## src/rtl/sfd_pkg.sv

```systemverilog
`timescale 1ns / 1ps

package sfd_pkg;

  localparam int BYTE_W = 8;
  localparam int PAIR_W = 17;
  localparam int LEN_W = 13;
  localparam int EVENT_W = 2;
  localparam int CFG_INDEX_W = 3;
  localparam int CFG_DATA_W = PAIR_W;
  localparam int PAIR_REGS = 4;
  localparam int LEN_FIELD_MAX = 8191;

  localparam int DEFAULT_MAX_FRAME_LEN = 4096;
  localparam int DEFAULT_ESCAPE_PAIRS = 4;

  localparam int PAIR_VALID_BIT = 16;

  localparam logic [CFG_INDEX_W-1:0] REG_START_BYTE = 3'd0;
  localparam logic [CFG_INDEX_W-1:0] REG_END_BYTE = 3'd1;
  localparam logic [CFG_INDEX_W-1:0] REG_ESCAPE_BYTE = 3'd2;
  localparam logic [CFG_INDEX_W-1:0] REG_PAIR_A = 3'd3;
  localparam logic [CFG_INDEX_W-1:0] REG_PAIR_B = 3'd4;
  localparam logic [CFG_INDEX_W-1:0] REG_PAIR_C = 3'd5;
  localparam logic [CFG_INDEX_W-1:0] REG_PAIR_D = 3'd6;

  localparam logic [BYTE_W-1:0] START_BYTE_RESET = 8'hC0;
  localparam logic [BYTE_W-1:0] END_BYTE_RESET = 8'hC0;
  localparam logic [BYTE_W-1:0] ESCAPE_BYTE_RESET = 8'hDB;
  localparam logic [PAIR_W-1:0] PAIR_A_RESET = 17'h1C0DC;
  localparam logic [PAIR_W-1:0] PAIR_B_RESET = 17'h1DBDD;
  localparam logic [PAIR_W-1:0] PAIR_C_RESET = 17'h00000;
  localparam logic [PAIR_W-1:0] PAIR_D_RESET = 17'h00000;

  localparam logic [EVENT_W-1:0] EV_DATA = 2'd0;
  localparam logic [EVENT_W-1:0] EV_END = 2'd1;
  localparam logic [EVENT_W-1:0] EV_ABORT = 2'd2;

  typedef struct packed {
    logic [BYTE_W-1:0] start_byte;
    logic [BYTE_W-1:0] end_byte;
    logic [BYTE_W-1:0] escape_byte;
    logic [PAIR_REGS-1:0][PAIR_W-1:0] pair;
  } sfd_cfg_t;

  typedef struct packed {
    logic valid;
    logic [EVENT_W-1:0] event_code;
    logic [BYTE_W-1:0] data_byte;
    logic [LEN_W-1:0] frame_length;
    logic length_overflow;
  } sfd_result_t;

endpackage

```

## src/rtl/sfd_cfg.sv

```systemverilog
`timescale 1ns / 1ps

module sfd_cfg
  import sfd_pkg::*;
(
  input  logic                   clk,
  input  logic                   rst,
  input  logic                   cfg_we,
  input  logic [CFG_INDEX_W-1:0] cfg_index,
  input  logic [CFG_DATA_W-1:0]  cfg_data,
  output sfd_cfg_t               cfg
);

  always_ff @(posedge clk) begin
    if (rst) begin
      cfg.start_byte <= START_BYTE_RESET;
      cfg.end_byte <= END_BYTE_RESET;
      cfg.escape_byte <= ESCAPE_BYTE_RESET;
      cfg.pair[0] <= PAIR_A_RESET;
      cfg.pair[1] <= PAIR_B_RESET;
      cfg.pair[2] <= PAIR_C_RESET;
      cfg.pair[3] <= PAIR_D_RESET;
    end else if (cfg_we) begin
      case (cfg_index)
        REG_START_BYTE: cfg.start_byte <= cfg_data[BYTE_W-1:0];
        REG_END_BYTE: cfg.end_byte <= cfg_data[BYTE_W-1:0];
        REG_ESCAPE_BYTE: cfg.escape_byte <= cfg_data[BYTE_W-1:0];
        REG_PAIR_A: cfg.pair[0] <= cfg_data[PAIR_W-1:0];
        REG_PAIR_B: cfg.pair[1] <= cfg_data[PAIR_W-1:0];
        REG_PAIR_C: cfg.pair[2] <= cfg_data[PAIR_W-1:0];
        REG_PAIR_D: cfg.pair[3] <= cfg_data[PAIR_W-1:0];
        default: begin
        end
      endcase
    end
  end

endmodule

```

## src/rtl/sfd_decode.sv

```systemverilog
`timescale 1ns / 1ps

module sfd_decode
  import sfd_pkg::*;
#(
  parameter int MAX_FRAME_LEN = DEFAULT_MAX_FRAME_LEN,
  parameter int ESCAPE_PAIRS = DEFAULT_ESCAPE_PAIRS
) (
  input  logic              clk,
  input  logic              rst,
  input  logic              step,
  input  logic [BYTE_W-1:0] rx_byte,
  input  sfd_cfg_t          cfg,
  output sfd_result_t       res
);

  localparam int LIMIT_INT = (MAX_FRAME_LEN < LEN_FIELD_MAX) ? MAX_FRAME_LEN : LEN_FIELD_MAX;
  localparam logic [LEN_W-1:0] COUNT_LIMIT = LEN_W'(LIMIT_INT);
  localparam int NUM_PAIRS = (ESCAPE_PAIRS < PAIR_REGS) ? ESCAPE_PAIRS : PAIR_REGS;

  localparam logic [1:0] MODE_IDLE = 2'd0;
  localparam logic [1:0] MODE_FRAME = 2'd1;
  localparam logic [1:0] MODE_ESC = 2'd2;

  logic [1:0]       mode;
  logic [1:0]       mode_next;
  logic [LEN_W-1:0] byte_count;
  logic [LEN_W-1:0] byte_count_next;
  logic             overflow_seen;
  logic             overflow_seen_next;
  logic             pair_hit;
  logic [BYTE_W-1:0] pair_byte;
  logic             count_one;
  logic             clear_count;

  always_comb begin
    pair_hit = 1'b0;
    pair_byte = '0;
    for (int i = NUM_PAIRS - 1; i >= 0; i--) begin
      if (cfg.pair[i][PAIR_VALID_BIT] && (cfg.pair[i][BYTE_W-1:0] == rx_byte)) begin
        pair_hit = 1'b1;
        pair_byte = cfg.pair[i][2*BYTE_W-1:BYTE_W];
      end
    end
  end

  always_comb begin
    res = '0;
    mode_next = mode;
    count_one = 1'b0;
    clear_count = 1'b0;
    case (mode)
      MODE_FRAME: begin
        if (rx_byte == cfg.end_byte) begin
          res.valid = 1'b1;
          res.event_code = EV_END;
          res.frame_length = byte_count;
          res.length_overflow = overflow_seen;
          mode_next = MODE_IDLE;
        end else if (rx_byte == cfg.start_byte) begin
          res.valid = 1'b1;
          res.event_code = EV_ABORT;
          res.data_byte = rx_byte;
          clear_count = 1'b1;
          mode_next = MODE_IDLE;
        end else if (rx_byte == cfg.escape_byte) begin
          mode_next = MODE_ESC;
        end else begin
          res.valid = 1'b1;
          res.event_code = EV_DATA;
          res.data_byte = rx_byte;
          count_one = 1'b1;
        end
      end
      MODE_ESC: begin
        res.valid = 1'b1;
        if (pair_hit) begin
          res.event_code = EV_DATA;
          res.data_byte = pair_byte;
          count_one = 1'b1;
          mode_next = MODE_FRAME;
        end else begin
          res.event_code = EV_ABORT;
          res.data_byte = rx_byte;
          clear_count = 1'b1;
          mode_next = MODE_IDLE;
        end
      end
      default: begin
        if (rx_byte == cfg.start_byte) begin
          clear_count = 1'b1;
          mode_next = MODE_FRAME;
        end else begin
          mode_next = MODE_IDLE;
        end
      end
    endcase
  end

  always_comb begin
    byte_count_next = byte_count;
    overflow_seen_next = overflow_seen;
    if (clear_count) begin
      byte_count_next = '0;
      overflow_seen_next = 1'b0;
    end else if (count_one) begin
      if (byte_count < COUNT_LIMIT) begin
        byte_count_next = byte_count + LEN_W'(1);
      end else begin
        overflow_seen_next = 1'b1;
      end
    end
  end

  always_ff @(posedge clk) begin
    if (rst) begin
      mode <= MODE_IDLE;
      byte_count <= '0;
      overflow_seen <= 1'b0;
    end else if (step) begin
      mode <= mode_next;
      byte_count <= byte_count_next;
      overflow_seen <= overflow_seen_next;
    end
  end

  a_count_bound: assert property (@(posedge clk) disable iff (rst)
    byte_count <= COUNT_LIMIT)
    else $error("frame byte count passed its bound");

  a_overflow_at_limit: assert property (@(posedge clk) disable iff (rst)
    overflow_seen |-> (byte_count == COUNT_LIMIT))
    else $error("overflow flag set below the length bound");

  a_end_to_idle: assert property (@(posedge clk) disable iff (rst)
    (step && res.valid && (res.event_code == EV_END)) |=> (mode == MODE_IDLE))
    else $error("decoder did not return to idle after frame end");

  a_abort_clears: assert property (@(posedge clk) disable iff (rst)
    (step && res.valid && (res.event_code == EV_ABORT))
      |=> (mode == MODE_IDLE) && (byte_count == '0) && !overflow_seen)
    else $error("abort did not clear the frame state");

endmodule

```

## src/rtl/sfd_result_reg.sv

```systemverilog
`timescale 1ns / 1ps

module sfd_result_reg
  import sfd_pkg::*;
(
  input  logic               clk,
  input  logic               rst,
  input  logic               load,
  input  sfd_result_t        res,
  input  logic               out_stall,
  output logic               out_valid,
  output logic [EVENT_W-1:0] event_code,
  output logic [BYTE_W-1:0]  data_byte,
  output logic [LEN_W-1:0]   frame_length,
  output logic               length_overflow
);

  always_ff @(posedge clk) begin
    if (rst) begin
      out_valid <= 1'b0;
    end else if (load) begin
      out_valid <= 1'b1;
    end else if (!out_stall) begin
      out_valid <= 1'b0;
    end
  end

  always_ff @(posedge clk) begin
    if (load) begin
      event_code <= res.event_code;
      data_byte <= res.data_byte;
      frame_length <= res.frame_length;
      length_overflow <= res.length_overflow;
    end
  end

endmodule

```

## src/rtl/slip_frame_decoder.sv

```systemverilog
`timescale 1ns / 1ps

// Byte-stream frame decoder. Line bytes enter on the rx channel (in_valid, in_stall,
// rx_byte), one request per byte. Decoded requests leave on the out channel
// (out_valid, out_stall) as data bytes, frame ends with length and overflow flag,
// or aborts carrying the offending byte. Bytes outside a frame, the opening
// byte and escape introducers produce no output request.
// A byte accepted into the input register is decoded from there, and its result,
// if any, is loaded into the output register once the output is not stalled, which
// raises out_valid. One byte is taken every cycle while the output is
// drained; the single decode step between the two registers sets this rate.
// When the receiver stalls with a result held, the input register keeps its byte
// and in_stall is raised until the result is taken.
// Reset clears the decode state and both valid flags and loads the default framing
// bytes and escape pairs. The configuration port writes a register per cycle and
// should be used only while no byte is in flight.
module slip_frame_decoder
  import sfd_pkg::*;
#(
  parameter int MAX_FRAME_LEN = DEFAULT_MAX_FRAME_LEN,
  parameter int ESCAPE_PAIRS = DEFAULT_ESCAPE_PAIRS
) (
  input  logic                   clk,
  input  logic                   rst,
  input  logic                   cfg_we,
  input  logic [CFG_INDEX_W-1:0] cfg_index,
  input  logic [CFG_DATA_W-1:0]  cfg_data,
  input  logic                   in_valid,
  output logic                   in_stall,
  input  logic [BYTE_W-1:0]      rx_byte,
  output logic                   out_valid,
  input  logic                   out_stall,
  output logic [EVENT_W-1:0]     event_code,
  output logic [BYTE_W-1:0]      data_byte,
  output logic [LEN_W-1:0]       frame_length,
  output logic                   length_overflow
);

  sfd_cfg_t          cfg;
  sfd_result_t       res;
  logic              held_valid;
  logic [BYTE_W-1:0] held_byte;
  logic              advance;

  assign in_stall = held_valid && out_valid && out_stall;
  assign advance = held_valid && !(out_valid && out_stall);

  always_ff @(posedge clk) begin
    if (rst) begin
      held_valid <= 1'b0;
    end else if (in_valid && !in_stall) begin
      held_valid <= 1'b1;
    end else if (advance) begin
      held_valid <= 1'b0;
    end
  end

  always_ff @(posedge clk) begin
    if (in_valid && !in_stall) begin
      held_byte <= rx_byte;
    end
  end

  sfd_cfg u_cfg (
    .clk       (clk),
    .rst       (rst),
    .cfg_we    (cfg_we),
    .cfg_index (cfg_index),
    .cfg_data  (cfg_data),
    .cfg       (cfg)
  );

  sfd_decode #(
    .MAX_FRAME_LEN (MAX_FRAME_LEN),
    .ESCAPE_PAIRS  (ESCAPE_PAIRS)
  ) u_decode (
    .clk     (clk),
    .rst     (rst),
    .step    (advance),
    .rx_byte (held_byte),
    .cfg     (cfg),
    .res     (res)
  );

  sfd_result_reg u_result (
    .clk             (clk),
    .rst             (rst),
    .load            (advance && res.valid),
    .res             (res),
    .out_stall       (out_stall),
    .out_valid       (out_valid),
    .event_code      (event_code),
    .data_byte       (data_byte),
    .frame_length    (frame_length),
    .length_overflow (length_overflow)
  );

endmodule

```

## config.mk

```make
export PLATFORM = sky130hd
export DESIGN_NAME = slip_frame_decoder
export DESIGN_NICKNAME = d
export VERILOG_FILES = /design/src/rtl/sfd_pkg.sv /design/src/rtl/sfd_cfg.sv /design/src/rtl/sfd_decode.sv /design/src/rtl/sfd_result_reg.sv /design/src/rtl/slip_frame_decoder.sv
export SDC_FILE = /design/constraint.sdc
export NUM_CORES = 1
export LEC_CHECK = 0
export BUFFER_PORTS_ARGS = -buffer_cell sky130_fd_sc_hd__buf_4
export CAP_MARGIN = 20
export CORE_MARGIN = 1.5
export CORE_UTILIZATION = 35
export CTS_BUF_LIST = sky130_fd_sc_hd__clkbuf_16
export DETAILED_ROUTE_END_ITERATION = 10
export SYNTH_ARGS = -nofsm -noshare
export SYNTH_HDL_FRONTEND = slang
export SYNTH_SLANG_ARGS = --single-unit
export TNS_END_PERCENT = 50
```

## constraint.sdc

```tcl
create_clock -name clk -period 2.46 [get_ports clk]
set_input_delay 0 -clock clk [delete_from_list [all_inputs] [get_ports clk]]
set_output_delay 0 -clock clk [all_outputs]
set_load 0.02 [all_outputs]
```

; ---- Word-level counts from Yosys, hierarchy flattened
; Cells that the tools add are included.
[op_classes]
add_sub_neg = 1
n_lt_le_gt_ge = 1
n_eq_ne = 18
mux = 39
n_reduce_logical = 27
[ops]
columns = op, count
row1 = equality test 8 bit, 7
row2 = two-way mux 8 bit, 5
row3 = two-way mux 13 bit, 3
row4 = two-way mux 11 bit, 2
row5 = case mux 11 bit (2 select lines), 1
row6 = two-way mux 1 bit, 20
row7 = AND reduction 2 bit, 9
row8 = adder 13 x 1 -> 13 bit (second input constant), 1
row9 = less-than comparator 13 bit (second input constant), 1
row10 = logical AND 1 bit, 10
row11 = two-way mux 10 bit, 1
row12 = equality test 3 bit (second input constant), 3
row13 = equality test 3 x 2 -> 1 bit (second input constant), 2
row14 = two-way mux 2 bit, 3
row15 = AND reduction 3 bit, 2
row16 = nonzero test 2 bit, 3
row17 = inequality test 2 x 1 -> 1 bit (second input constant), 2
row18 = inequality test 4 x 1 -> 1 bit (second input constant), 1
row19 = case mux 1 bit (2 select lines), 2
row20 = case mux 2 bit (2 select lines), 1
row21 = equality test 3 x 1 -> 1 bit (second input constant), 1
row22 = logical NOT 3 bit, 1
row23 = two-way mux 3 bit, 1
row24 = equality test 2 x 1 -> 1 bit (second input constant), 1
row25 = 2 further kinds, 3
[totals]
register_bits = 142
in_bits = 33
output_inout_bits = 26

; ---- Logic depth before layout (Yosys ltp)
; Gate-level depths: netlist of the first run.
[logic_depth]
word_depth = 10
depth_mapped = 10
mapped_depth_nobuf = 7

; ---- Modules after synthesis
; From an unflattened synthesis of the first run, not the netlist that was laid out.
[unflattened]
cells_unflattened = 665
area_unflattened_um2 = 6804.0
[by_module_without_submodules]
columns = mod, instances, cells_per_inst, area_per_inst_um2
row1 = sfd_cfg, 1, 341, 3646.0
row2 = sfd_decode, 1, 281, 2109.5
row3 = sfd_result_reg, 1, 27, 749.5
row4 = slip_frame_decoder, 1, 16, 299.0

; ---- Worst setup path after synthesis of the first run
; No wires, ideal clock.
[synth_timing]
path_type = flip-flop to flip-flop
from = register held_byte[1]
to = register u_result.data_byte[0], enable pin
arrival_time_ns = 1.880
slack_ns = 0.222
path_stages_with_launch = 9
n_path_buf = 1
synth_period_minus_slack_ns = 2.238
cell_sequence = edfxtp_1 > buf_4 > xor2_1 > nor4_1 > o211ai_2 > nor2_1 > nor2_1 > o21ai_0 > inv_1
[synth_between]
elab_chain_cells = 6
word_cells_on_any_way = 8
[synth_rtl]
columns = element, line
row1 = start: declaration, slip_frame_decoder.sv:42  ; logic [BYTE_W-1:0] held_byte;
row2 = start signal: assignment, slip_frame_decoder.sv:60  ; held_byte <= rx_byte;
row3 = equality test 8 bit, sfd_decode.sv:66  ; end else if (rx_byte == cfg.escape_byte) begin
row4 = two-way mux 11 bit, sfd_decode.sv:66
row5 = two-way mux 11 bit, sfd_decode.sv:60  ; end else if (rx_byte == cfg.start_byte) begin
row6 = two-way mux 3 bit *, sfd_decode.sv:54  ; if (rx_byte == cfg.end_byte) begin
row7 = case mux 11 bit (2 select lines) *, sfd_decode.sv:52  ; case (mode)
row8 = logical AND 1 bit *, slip_frame_decoder.sv:88  ; .load (advance && res.valid),
row9 = named net u_result.load, sfd_result_reg.sv:8  ; input logic load,
row10 = end signal: assignment, sfd_result_reg.sv:31  ; data_byte <= res.data_byte;
row11 = end: declaration, sfd_result_reg.sv:13  ; output logic [BYTE_W-1:0] data_byte,
; The timed path passes the listed nets; every way through them passes the cells marked *.
; A chain may end at the register's enable or synchronous reset.

; ---- Worst setup path after layout of the first run
[layout_timing]
from = register held_byte[2]
to = register u_decode.byte_count[4]
[layout_between]
elab_chain_cells = 10
word_cells_on_any_way = 28
[layout_rtl]
columns = element, line
row1 = equality test 8 bit, sfd_decode.sv:40  ; if (cfg.pair[i][PAIR_VALID_BIT] && (cfg.pair[i][BYTE_W-1:0] == rx_byte)) begin
row2 = logical AND 1 bit, sfd_decode.sv:40
row3 = two-way mux 1 bit (4 in a row), sfd_decode.sv:40
row4 = two-way mux 1 bit, sfd_decode.sv:77  ; if (pair_hit) begin
row5 = case mux 1 bit (2 select lines), sfd_decode.sv:52
row6 = nonzero test 2 bit (no source line), n/a
row7 = AND reduction 3 bit (no source line), n/a
row8 = end signal: assignment, sfd_decode.sv:122  ; byte_count <= byte_count_next;
row9 = end: declaration, sfd_decode.sv:27  ; logic [LEN_W-1:0] byte_count;
; Several ways; a longest one is shown, not always the timed one.

==> results of run 1 <==
==> logic make-up after synthesis <==
logic type,share of synthesized area [%]
AOI/OAI and AO/OA,13.7
adders and majority gates,0.576
xor gates and xnor gates,7.53
and+or+nand+nor,24.9
DFF,48.5
muxes,0.922
buffers and inverters,3.84
==> worst paths after layout <==
path                               from                             endpoint  slack [ns]  cells past startpoint
min reg2reg  u_cfg.cfg[10]$_SDFFE_PP0P_           u_cfg.cfg[10]$_SDFFE_PP0P_        0.46                      2
max              held_byte[2]$_DFFE_PP_  u_decode.byte_count[4]$_SDFFE_PP0P_        0.05                      9
min                                 rst        u_decode.mode[1]$_SDFFE_PP0P_        0.02                      2
max reg2reg      held_byte[2]$_DFFE_PP_  u_decode.byte_count[4]$_SDFFE_PP0P_        0.05                      9
==> power by group through the flow <==
stage,Combinational (mW),Clock (mW),Sequential (mW)
floorplan,0.220,0,2.50
global placement,0.322,0,2.54
detailed placement,0.325,0,2.54
CTS,0.386,2.79,2.47
global route,0.428,2.90,2.48
finish,0.390,2.75,2.47
==> cell usage in the layout, fill, tap and decap left out, types with 12 or more instances in the layout <==
master           n
a211o_1         13
a21oi_1         68
and3_1          14
buf_4          102
clkbuf_16       17
dfxtp_1        110
dlygate4sd3_1   29
edfxtp_1        32
inv_1           14
nand2_1        180
nand3_1         21
nand3b_1        18
nor2_1          41
nor2b_1         19
nor4_1          12
o21ai_0         17
xnor2_1         48
==> registers in the layout (all words and copies together), names as in the netlist <==
register / cells
held_byte: 8
held_valid: 1
u_cfg.cfg: 92
u_decode.byte_count: 13
u_decode.mode: 2
u_decode.overflow_seen: 1
u_result.data_byte: 8
u_result.event_code: 2
u_result.frame_length: 13
u_result.length_overflow: 1
u_result.out_valid: 1
==> routing by layer <==
metal	share of wire, %	wire length (um)	track usage, %	vias to the layer above
met5	0	0	0	-
met4	0.75	133	4.03	0
met3	5.8	1030	4.37	11
met2	45	7930	28.8	158
met1	49	8690	26.8	2601
li1	-	-	-	2769
==> worst max-delay path, stage by stage (launching register included) <==
cell      delay, ns
edfxtp_1       0.56
buf_4          0.21
xnor2_1        0.12
nand4_1        0.22
nor2_2         0.22
o21ai_0        0.16
a32oi_4        0.35
buf_4          0.24
o211ai_1       0.10
a31oi_1        0.16
==> area by class of cell <==
cell class | instances | area, um^2 | share of cell area [%]
clock buffer | 17 | 425 | 5.10
clock inverter | 15 | 200 | 2.40
inverter | 14 | 52.6 | 0.630
multi-input combinational | 547 | 3120 | 37.4
sequential | 142 | 3160 | 37.9
tap | 229 | 287 | 3.44
timing repair buffer | 133 | 1090 | 13.0
==> repair_timing <==
item                                    CTS  global route
hold endpoints to repair                102             0
endpoints found under the setup margin    7            45
hold buffers                             29             0
buffers inserted                          7             5
pin swaps                                 0             3
gates resized for setup                   0             6
==> stage by stage <==
stage	cell area [um^2]	TNS [ns]	utilization [%]	power [mW]	cells
after global routing	8340	-0.515	46.1	5.80	1097
after detailed placement	7310	-0.0652	40.4	2.86	1024
after global placement	7310	-0.0309	40.4	2.86	1024
after floorplan	6520	0	-	2.72	745
final	8340	0	46.1	5.61	1097
after CTS	8280	0	45.8	5.65	1092
==> impl_metrics.env, run 1 <==
export IMPL_port_buffer_count=58
export IMPL_timing_hold_ws_ns=0.0177
export IMPL_grt_overflow=0
export IMPL_maxSlewHeadroom_pct=40.6
export IMPL_final_period_minus_worst_setup_slack_ns=2.41
export IMPL_power_per_cell_area_nw_per_um2=673
export IMPL_hold_class="input port to flop"
export IMPL_power_static_leakage_nw=3.03
export IMPL_synth_cell_type_count=51
export IMPL_clock_skew_final_ns=0.00936
export IMPL_timing_critical_path_arrival_ns=2.76
export IMPL_synthDominantCellAreaShare_pct=33.8
export IMPL_synth_edff_count=32
export IMPL_floorplan_core_area_um2=18100
export IMPL_grt_pass1_wl_um=28400
export IMPL_cts_buffers_inserted=17
export IMPL_routed_wl_um=17800
export IMPL_cp_end_kind="flop"
export IMPL_dp_worst_setup_slack_ns=-0.0153
export IMPL_post_synth_instance_area_um2=6510
export IMPL_maximum_number_of_pins_on_one_net_before_global_route_repair=65
export IMPL_post_synth_top_area_cell="dfxtp_1"
export IMPL_initial_drt_markers=450
export IMPL_cts_max_path_buffers=2
export IMPL_status="complete, but fails checks"
export IMPL_die_y_um=139
export IMPL_cp_data_required_time_ns=2.82
export IMPL_setup_repair_after_global_routing_missed_its_margin="true"
export IMPL_routabilityCongestion=0.816
export IMPL_clockPowerShare_pct=49.0
export IMPL_clock_network_latency_to_the_later_pin_of_the_worst_skew_pair_ns=0.43
export IMPL_p_int_mw=4.38
export IMPL_cts_sinks=142
export IMPL_fillerInstances=1748
export IMPL_power_frac_seq_pct=44.0
export IMPL_max_freq_mhz=415
export IMPL_tightest_slew_ns=0.888
export IMPL_final_critical_path_setup_slack_ns=0.0529
export IMPL_synth_area_top_cells="dfxtp_1 34%, edfxtp_1 15%, nand2_1 10%"
export IMPL_final_nets=891
export IMPL_synth_top_cells_by_count="180 x nand2_1, 110 x dfxtp_1, 68 x a21oi_1, 48 x xnor2_1, 42 x nor2_1"
export IMPL_mappedNetlistNets=781
export IMPL_period_share_pct=97.9
export IMPL_dp_final_hpwl_um=12000
export IMPL_drc_markers=5
export IMPL_failed_checks="DRC"
export IMPL_grt_antenna_before_repair=0
export IMPL_proportion_of_synthesized_chip_area_in_sequential_cells_pct=48.6
export IMPL_chipWidth_um=139
export IMPL_finalSetupViolCount=0
export IMPL_worst_setup_hold_path_clk_slew_ns=0.06
export IMPL_route_vias_total=5539
export IMPL_initial_utilization_pct=36.0
export IMPL_layout_drive_gt1_share_pct=17.1
export IMPL_drv_max_cap_violation_count=0
export IMPL_floorplan_die_area_um2=19400
export IMPL_i_o_pin_count=59
export IMPL_vias_in_the_first_global_route=5149
export IMPL_proportion_of_total_power_due_to_net_switching_pct=21.9
export IMPL_timing_worst_setup_path_type="flop to flop"
export IMPL_synth_warning_count=0
export IMPL_antenna_left=0
export IMPL_synth_ff_type="dfxtp_1"
export IMPL_asyncSetResetFlopFracSynth_pct=0
export IMPL_n_antenna_cell=0
export IMPL_syn_mean_instance_area_um2=8.74
export IMPL_placement_rows=49
export IMPL_synth_ff_latch_count=142
export IMPL_critPathMaxFanout=10
export IMPL_clock_root_buffer="clkbuf_16"
export IMPL_htreeDepth=4
export IMPL_comb_power_share_pct=7.0
export IMPL_globalRouteTotalUtil_pct=18.8
export IMPL_drt_first_pass_iters=8
export IMPL_power_ir_vdd_worst_mv=0.522
export IMPL_finalHoldViolCount=0
export IMPL_worstSetupStartpointType="flop"
export IMPL_route_detailed_vias_per_inst=5.05
export IMPL_most_used_standard_cell_by_instance_count_after_synthesis="nand2_1"
export IMPL_number_of_cells_produced_by_synthesis=745
export IMPL_switching_power_total_mw=1.23
export IMPL_cts_tree="yes"
export IMPL_flow_area_growth_from_synthesis_pct=27.9
export IMPL_drv_slew=0
export IMPL_wl_per_cell_um=16.2
Note: power is estimated with default switching activity, not from simulation.
==> inputs of run 2 (changes only) <==
--- a/config.mk
+++ b/config.mk
@@ -7,6 +7,7 @@
 export LEC_CHECK = 0
 export BUFFER_PORTS_ARGS = -buffer_cell sky130_fd_sc_hd__buf_4
 export CAP_MARGIN = 20
+export CORE_ASPECT_RATIO = 1.4
 export CORE_MARGIN = 1.5
 export CORE_UTILIZATION = 35
 export CTS_BUF_LIST = sky130_fd_sc_hd__clkbuf_16
==> run 2 against run 1 <==
Compared with the run above: the flow now finishes without violations; utilization increased by 0.23 points; power decreased by 3.2%; sequential power about the same; via count increased by 0.76%; non-clock buffer count increased by 3; final area increased by 0.41%; register-to-register slack improved by 0.02 ns; clock power decreased by 7%; sequential cell count unchanged; maximum frequency increased by 0.88%; routed wire length decreased by 1.8%; critical endpoint is now u_result.data_byte[4]$_DFFE_PP_; highest routed layer unchanged.
==> impl_metrics.env, run 2 (same netlist as run 1, synthesis figures left out) <==
export IMPL_hold_class="input port to flop"
export IMPL_status="complete, no violations"
export IMPL_wl_per_cell_um=15.7
export IMPL_critPathMaxFanout=7
export IMPL_cpPeakStageDelay_ns=0.42
export IMPL_power_per_cell_area_nw_per_um2=649
export IMPL_final_nets=894
export IMPL_max_freq_mhz=419
export IMPL_timing_critical_path_arrival_ns=2.56
export IMPL_initial_drt_markers=377
export IMPL_layout_top_registers="u_cfg.cfg (92), u_decode.byte_count (13), u_result.frame_length (13)"
export IMPL_grt_pass1_wl_um=28300
export IMPL_floorplan_core_area_um2=18100
export IMPL_cp_top_family="simple AND/OR/NAND/NOR gates"
export IMPL_drt_first_pass_iters=5
export IMPL_grt_overflow=0
export IMPL_htreeDepth=4
export IMPL_chipWidth_um=118
export IMPL_timing_critical_path_cells="buf_6 -> xor2_1 -> nor4_1 -> buf_4 -> o211ai_2 -> buf_4 -> a22o_1 -> and2_2 -> a21o_1"
export IMPL_placedCellCount=1040
export IMPL_initial_utilization_pct=36.1
export IMPL_clock_network_latency_to_the_later_pin_of_the_worst_skew_pair_ns=0.43
export IMPL_timing_worst_setup_path_type="flop to flop"
export IMPL_worst_path_max_delay_cell="edfxtp_1"
export IMPL_clock_root_buffer="clkbuf_16"
export IMPL_cts_buffers_inserted=17
export IMPL_ff_latch_area_um2=3160
export IMPL_worst_setup_hold_path_clk_slew_ns=0.06
export IMPL_drv_slew=0
export IMPL_cts_max_path_buffers=2
export IMPL_vias_in_the_first_global_route=5427
export IMPL_utilization_pct=46.3
export IMPL_fin_cells=1111
export IMPL_port_buffer_count=58
export IMPL_clock_skew_final_ns=0.0123
export IMPL_dp_final_hpwl_um=11900
export IMPL_grt_antenna_before_repair=0
export IMPL_largest_register_ff_count=92
export IMPL_mostFrequentLayoutCells="180 x nand2_1, 110 x dfxtp_1, 98 x buf_4"
export IMPL_antenna_left=0
export IMPL_route_vias_total=5581
export IMPL_placement_rows=58
export IMPL_finalSetupViolCount=0
export IMPL_layout_drive_gt1_share_pct=17.9
export IMPL_cp_data_required_time_ns=2.63
export IMPL_period_share_pct=97.0
export IMPL_multi_input_comb_area_um2=3130
export IMPL_power_static_leakage_nw=3.03
export IMPL_fillerInstances=1753
export IMPL_power_ir_vdd_worst_mv=0.461
export IMPL_finalHoldViolCount=0
export IMPL_n_antenna_cell=0
export IMPL_cp_common_cell="buf_4"
export IMPL_cts_sinks=142
export IMPL_layout_commonest_cell="nand2_1"
export IMPL_routed_wl_um=17500
export IMPL_drv_max_cap_violation_count=0
export IMPL_final_period_minus_worst_setup_slack_ns=2.39
export IMPL_routabilityCongestion=0.798
export IMPL_worstSetupStartpointType="flop"
export IMPL_maxSlewHeadroom_pct=44.6
export IMPL_die_y_um=164
export IMPL_cp_end_kind="flop"
export IMPL_drc_markers=0
export IMPL_route_detailed_vias_per_inst=5.02
export IMPL_globalRouteTotalUtil_pct=18.7
export IMPL_tightest_slew_ns=0.829
export IMPL_top_register="u_cfg.cfg"
export IMPL_i_o_pin_count=59
export IMPL_cts_tree="yes"
export IMPL_floorplan_die_area_um2=19500
export IMPL_cp_num_buf_inv=3
export IMPL_flow_area_growth_from_synthesis_pct=28.5
export IMPL_maximum_number_of_pins_on_one_net_before_global_route_repair=76
-- run 2: worst paths after layout --
path                         startpoint                               to  slack [ns]  cells past startpoint
max              held_byte[5]$_DFFE_PP_  u_result.data_byte[4]$_DFFE_PP_        0.07                      9
min                        cfg_index[0]       u_cfg.cfg[86]$_SDFFE_PP0P_        0.09                      5
max reg2reg      held_byte[5]$_DFFE_PP_  u_result.data_byte[4]$_DFFE_PP_        0.07                      9
min reg2reg  u_cfg.cfg[13]$_SDFFE_PP0P_       u_cfg.cfg[13]$_SDFFE_PP0P_        0.46                      2
-- run 2: area by class of cell --
cell class | count | area share [%]
clock buffer | 17 | 5.08
clock inverter | 15 | 1.91
inverter | 14 | 0.628
multi-input combinational | 547 | 37.4
sequential | 142 | 37.8
tap | 240 | 3.59
timing repair buffer | 136 | 13.6
-- run 2: what timing repair did --
action,in CTS,in global routing
resized for setup,1,13
hold buffers,29,0
hold endpoints to repair,105,0
gates cloned,0,0
pin swaps,0,8
buffers inserted,4,6
endpoints found under the setup margin,6,45
-- run 2: worst min-delay path, cell delays in order --
cell,delay [ns]
buf_4,0.13
nor3_1,0.06
buf_4,0.16
nand2_1,0.07
a21oi_1,0.05
-- run 2: layer usage --
layer | share of wire, % | vias to the layer above | track usage (%)
met5 | 0 | - | 0
met3 | 4.8 | 31 | 3.42
met4 | 2.7 | 0 | 8.76
met1 | 42 | 2611 | 22.1
met2 | 50 | 157 | 32.7
li1 | - | 2782 | -
-- run 2: where the power goes --
group,internal [mW],switching (mW),leakage [nW]
logic,0.188,0.215,1.61
registers,2.43,0.0378,1.15
clock network,1.50,1.06,0.275
-- run 2: through the flow --
step	TNS (ns)	total power [mW]	instance area [um^2]	hold WS, ns	setup slack [ns]
floorplan	0	2.72	6520	0.0989	0.222
global placement	0	2.87	7360	0.179	0.0450
detailed placement	-0.0518	2.87	7360	0.179	-0.0134
CTS	0	5.46	8270	0.0804	0.0315
global route	-0.00440	5.60	8370	0.107	-0.00440
finish	0	5.43	8370	0.0891	0.0739
==> inputs of run 3 (changes only) <==
--- a/config.mk
+++ b/config.mk
@@ -12,6 +12,7 @@
 export CORE_UTILIZATION = 35
 export CTS_BUF_LIST = sky130_fd_sc_hd__clkbuf_16
 export DETAILED_ROUTE_END_ITERATION = 10
+export GPL_TIMING_DRIVEN = 0
 export SYNTH_ARGS = -nofsm -noshare
 export SYNTH_HDL_FRONTEND = slang
 export SYNTH_SLANG_ARGS = --single-unit
==> run 3 against run 2 <==
Compared with the run above: via count grew 2.0%; sequential power about the same; routed wire length grew 5.7%; final area increased by 2.5%; first-iteration DRC count rose by 35%; maximum frequency shrank 1.6%; utilization grew 1.1 points; sequential share of layout area shrank 0.90 points; clock skew is 0.0033 ns lower; critical endpoint is now u_result.data_byte[6]$_DFFE_PP_.
==> impl_metrics.env, run 3 (same netlist as run 1, synthesis figures left out) <==
export IMPL_initial_drt_markers=508
export IMPL_dp_final_hpwl_um=12300
export IMPL_cts_max_path_buffers=2
export IMPL_floorplan_die_area_um2=19500
export IMPL_timing_critical_path_arrival_ns=2.59
export IMPL_grt_pass1_wl_um=28900
export IMPL_tightest_slew_ns=0.867
export IMPL_mostFrequentLayoutCells="179 x nand2_1, 110 x dfxtp_1, 79 x buf_4"
export IMPL_timing_critical_path_cells="buf_8 -> xnor2_2 -> nand4_1 -> nor3_4 -> nor4_4 -> a22o_1 -> and2_0 -> clkbuf_4 -> a21o_1"
export IMPL_max_freq_mhz=412
export IMPL_drv_slew=0
export IMPL_top_register="u_cfg.cfg"
export IMPL_clock_skew_final_ns=0.00901
export IMPL_wl_per_cell_um=16.4
export IMPL_worstSetupStartpointType="flop"
export IMPL_maxSlewHeadroom_pct=41.7
export IMPL_layout_commonest_cell="nand2_1"
export IMPL_cp_depth=9
export IMPL_layout_drive_gt1_share_pct=18.4
export IMPL_cp_end_kind="flop"
export IMPL_final_period_minus_worst_setup_slack_ns=2.43
export IMPL_maximum_number_of_pins_on_one_net_before_global_route_repair=17
export IMPL_routabilityCongestion=0.812
export IMPL_drt_first_pass_iters=5
export IMPL_cts_buffers_inserted=17
export IMPL_port_buffer_count=56
export IMPL_worst_path_max_delay_cell="edfxtp_1"
export IMPL_setup_tns_ns=0
export IMPL_utilization_pct=47.5
export IMPL_routed_wl_um=18400
export IMPL_route_vias_total=5691
export IMPL_cp_num_buf_inv=2
export IMPL_setup_repair_after_global_routing_missed_its_margin="true"
export IMPL_finalSetupViolCount=0
export IMPL_cpPeakStageDelay_ns=0.40
export IMPL_clock_network_latency_to_the_later_pin_of_the_worst_skew_pair_ns=0.43
export IMPL_chipWidth_um=118
export IMPL_period_share_pct=98.6
export IMPL_grt_overflow=0
export IMPL_status="complete, no violations"
export IMPL_htreeDepth=4
export IMPL_timing_hold_ws_ns=0.0386
export IMPL_timing_worst_setup_path_type="flop to flop"
export IMPL_n_antenna_cell=0
export IMPL_worst_setup_hold_path_clk_slew_ns=0.07
export IMPL_grt_antenna_before_repair=0
export IMPL_antenna_left=0
export IMPL_layout_top_registers="u_cfg.cfg (92), u_decode.byte_count (13), u_result.frame_length (13)"
export IMPL_placement_rows=58
export IMPL_holdCritStartpoint="rst"
export IMPL_cts_tree="yes"
export IMPL_critPathMaxFanout=8
export IMPL_power_static_leakage_nw=3.08
export IMPL_i_o_pin_count=59
export IMPL_clock_root_buffer="clkbuf_16"
export IMPL_critical_path_startpoint="held_byte[5]$_DFFE_PP_"
export IMPL_final_nets=909
export IMPL_die_y_um=164
export IMPL_largest_register_ff_count=92
export IMPL_globalRouteTotalUtil_pct=19.3
export IMPL_flow_area_growth_from_synthesis_pct=31.6
export IMPL_vias_in_the_first_global_route=5327
export IMPL_cp_top_family="simple AND/OR/NAND/NOR gates"
export IMPL_cp_data_required_time_ns=2.63
export IMPL_cts_sinks=142
export IMPL_floorplan_core_area_um2=18100
export IMPL_r2r_cells=9
export IMPL_power_per_cell_area_nw_per_um2=640
export IMPL_drc_markers=0
export IMPL_whs_path_depth=3
export IMPL_hold_class="input port to flop"
export IMPL_initial_utilization_pct=36.1
export IMPL_power_ir_vdd_worst_mv=0.488
export IMPL_rr_startpoint="held_byte[5]$_DFFE_PP_"
export IMPL_finalHoldViolCount=0
export IMPL_route_detailed_vias_per_inst=5.05
export IMPL_drv_max_cap_violation_count=0
==> run 3: final cells by class <==
type                       instances  area, um^2
fill                            1742        9500
multi-input combinational        548        3300
sequential                       142        3160
timing repair buffer             109         923
clock buffer                      17         425
tap                              240         300
buffer                            40         234
clock inverter                    15         163
inverter                          14        56.3
timing repair inverter             1        7.51
==> run 3: metrics by stage <==
stage | setup slack (ns) | instances | power [mW] | instance area, um^2
after global placement | -0.498 | 1041 | 2.87 | 7240
after global routing | -0.0415 | 1126 | 5.65 | 8570
after detailed placement | -0.495 | 1041 | 2.87 | 7240
after CTS | -0.0243 | 1112 | 5.48 | 8280
final | 0.0345 | 1126 | 5.49 | 8570
after floorplan | 0.222 | 745 | 2.72 | 6520
==> run 3: where the power goes <==
group	leakage [nW]	switching, mW	internal (mW)	total, mW
clock	0.271	1.08	1.50	2.59
sequential	1.15	0.0354	2.43	2.46
combinational	1.66	0.241	0.194	0.435
total	3.08	1.36	4.13	5.49
==> run 3: worst paths after layout <==
path         slack (ns)                                  end
max reg2reg        0.03      u_result.data_byte[6]$_DFFE_PP_
min reg2reg        0.46           u_cfg.cfg[42]$_SDFFE_PP0P_
min                0.04  u_decode.byte_count[8]$_SDFFE_PP0P_
max                0.03      u_result.data_byte[6]$_DFFE_PP_
==> run 3: per-layer routing <==
| layer | routed length, um | GRT usage (%) |
|---|---|---|
| met1 | 7730 | 22.6 |
| met3 | 742 | 3.73 |
| met4 | 582 | 8.15 |
| met2 | 9390 | 34.6 |
| met5 | 0 | 0 |
==> run 3: timing repair <==
item,4_1_cts,5_1_grt
cloned,1,1
hold buffers,27,0
pin swaps,6,20
setup endpoints to repair,43,46
hold endpoints to repair,102,0
resized for setup,13,35
buffers inserted,11,15
==> run 3: tightest hold or removal path: cells and delay by family <==
| kind | cells | cell delay, ns |
|---|---|---|
| AOI/OAI and AO/OA | 2 | 0.28 |
| buffers and inverters | 1 | 0.15 |
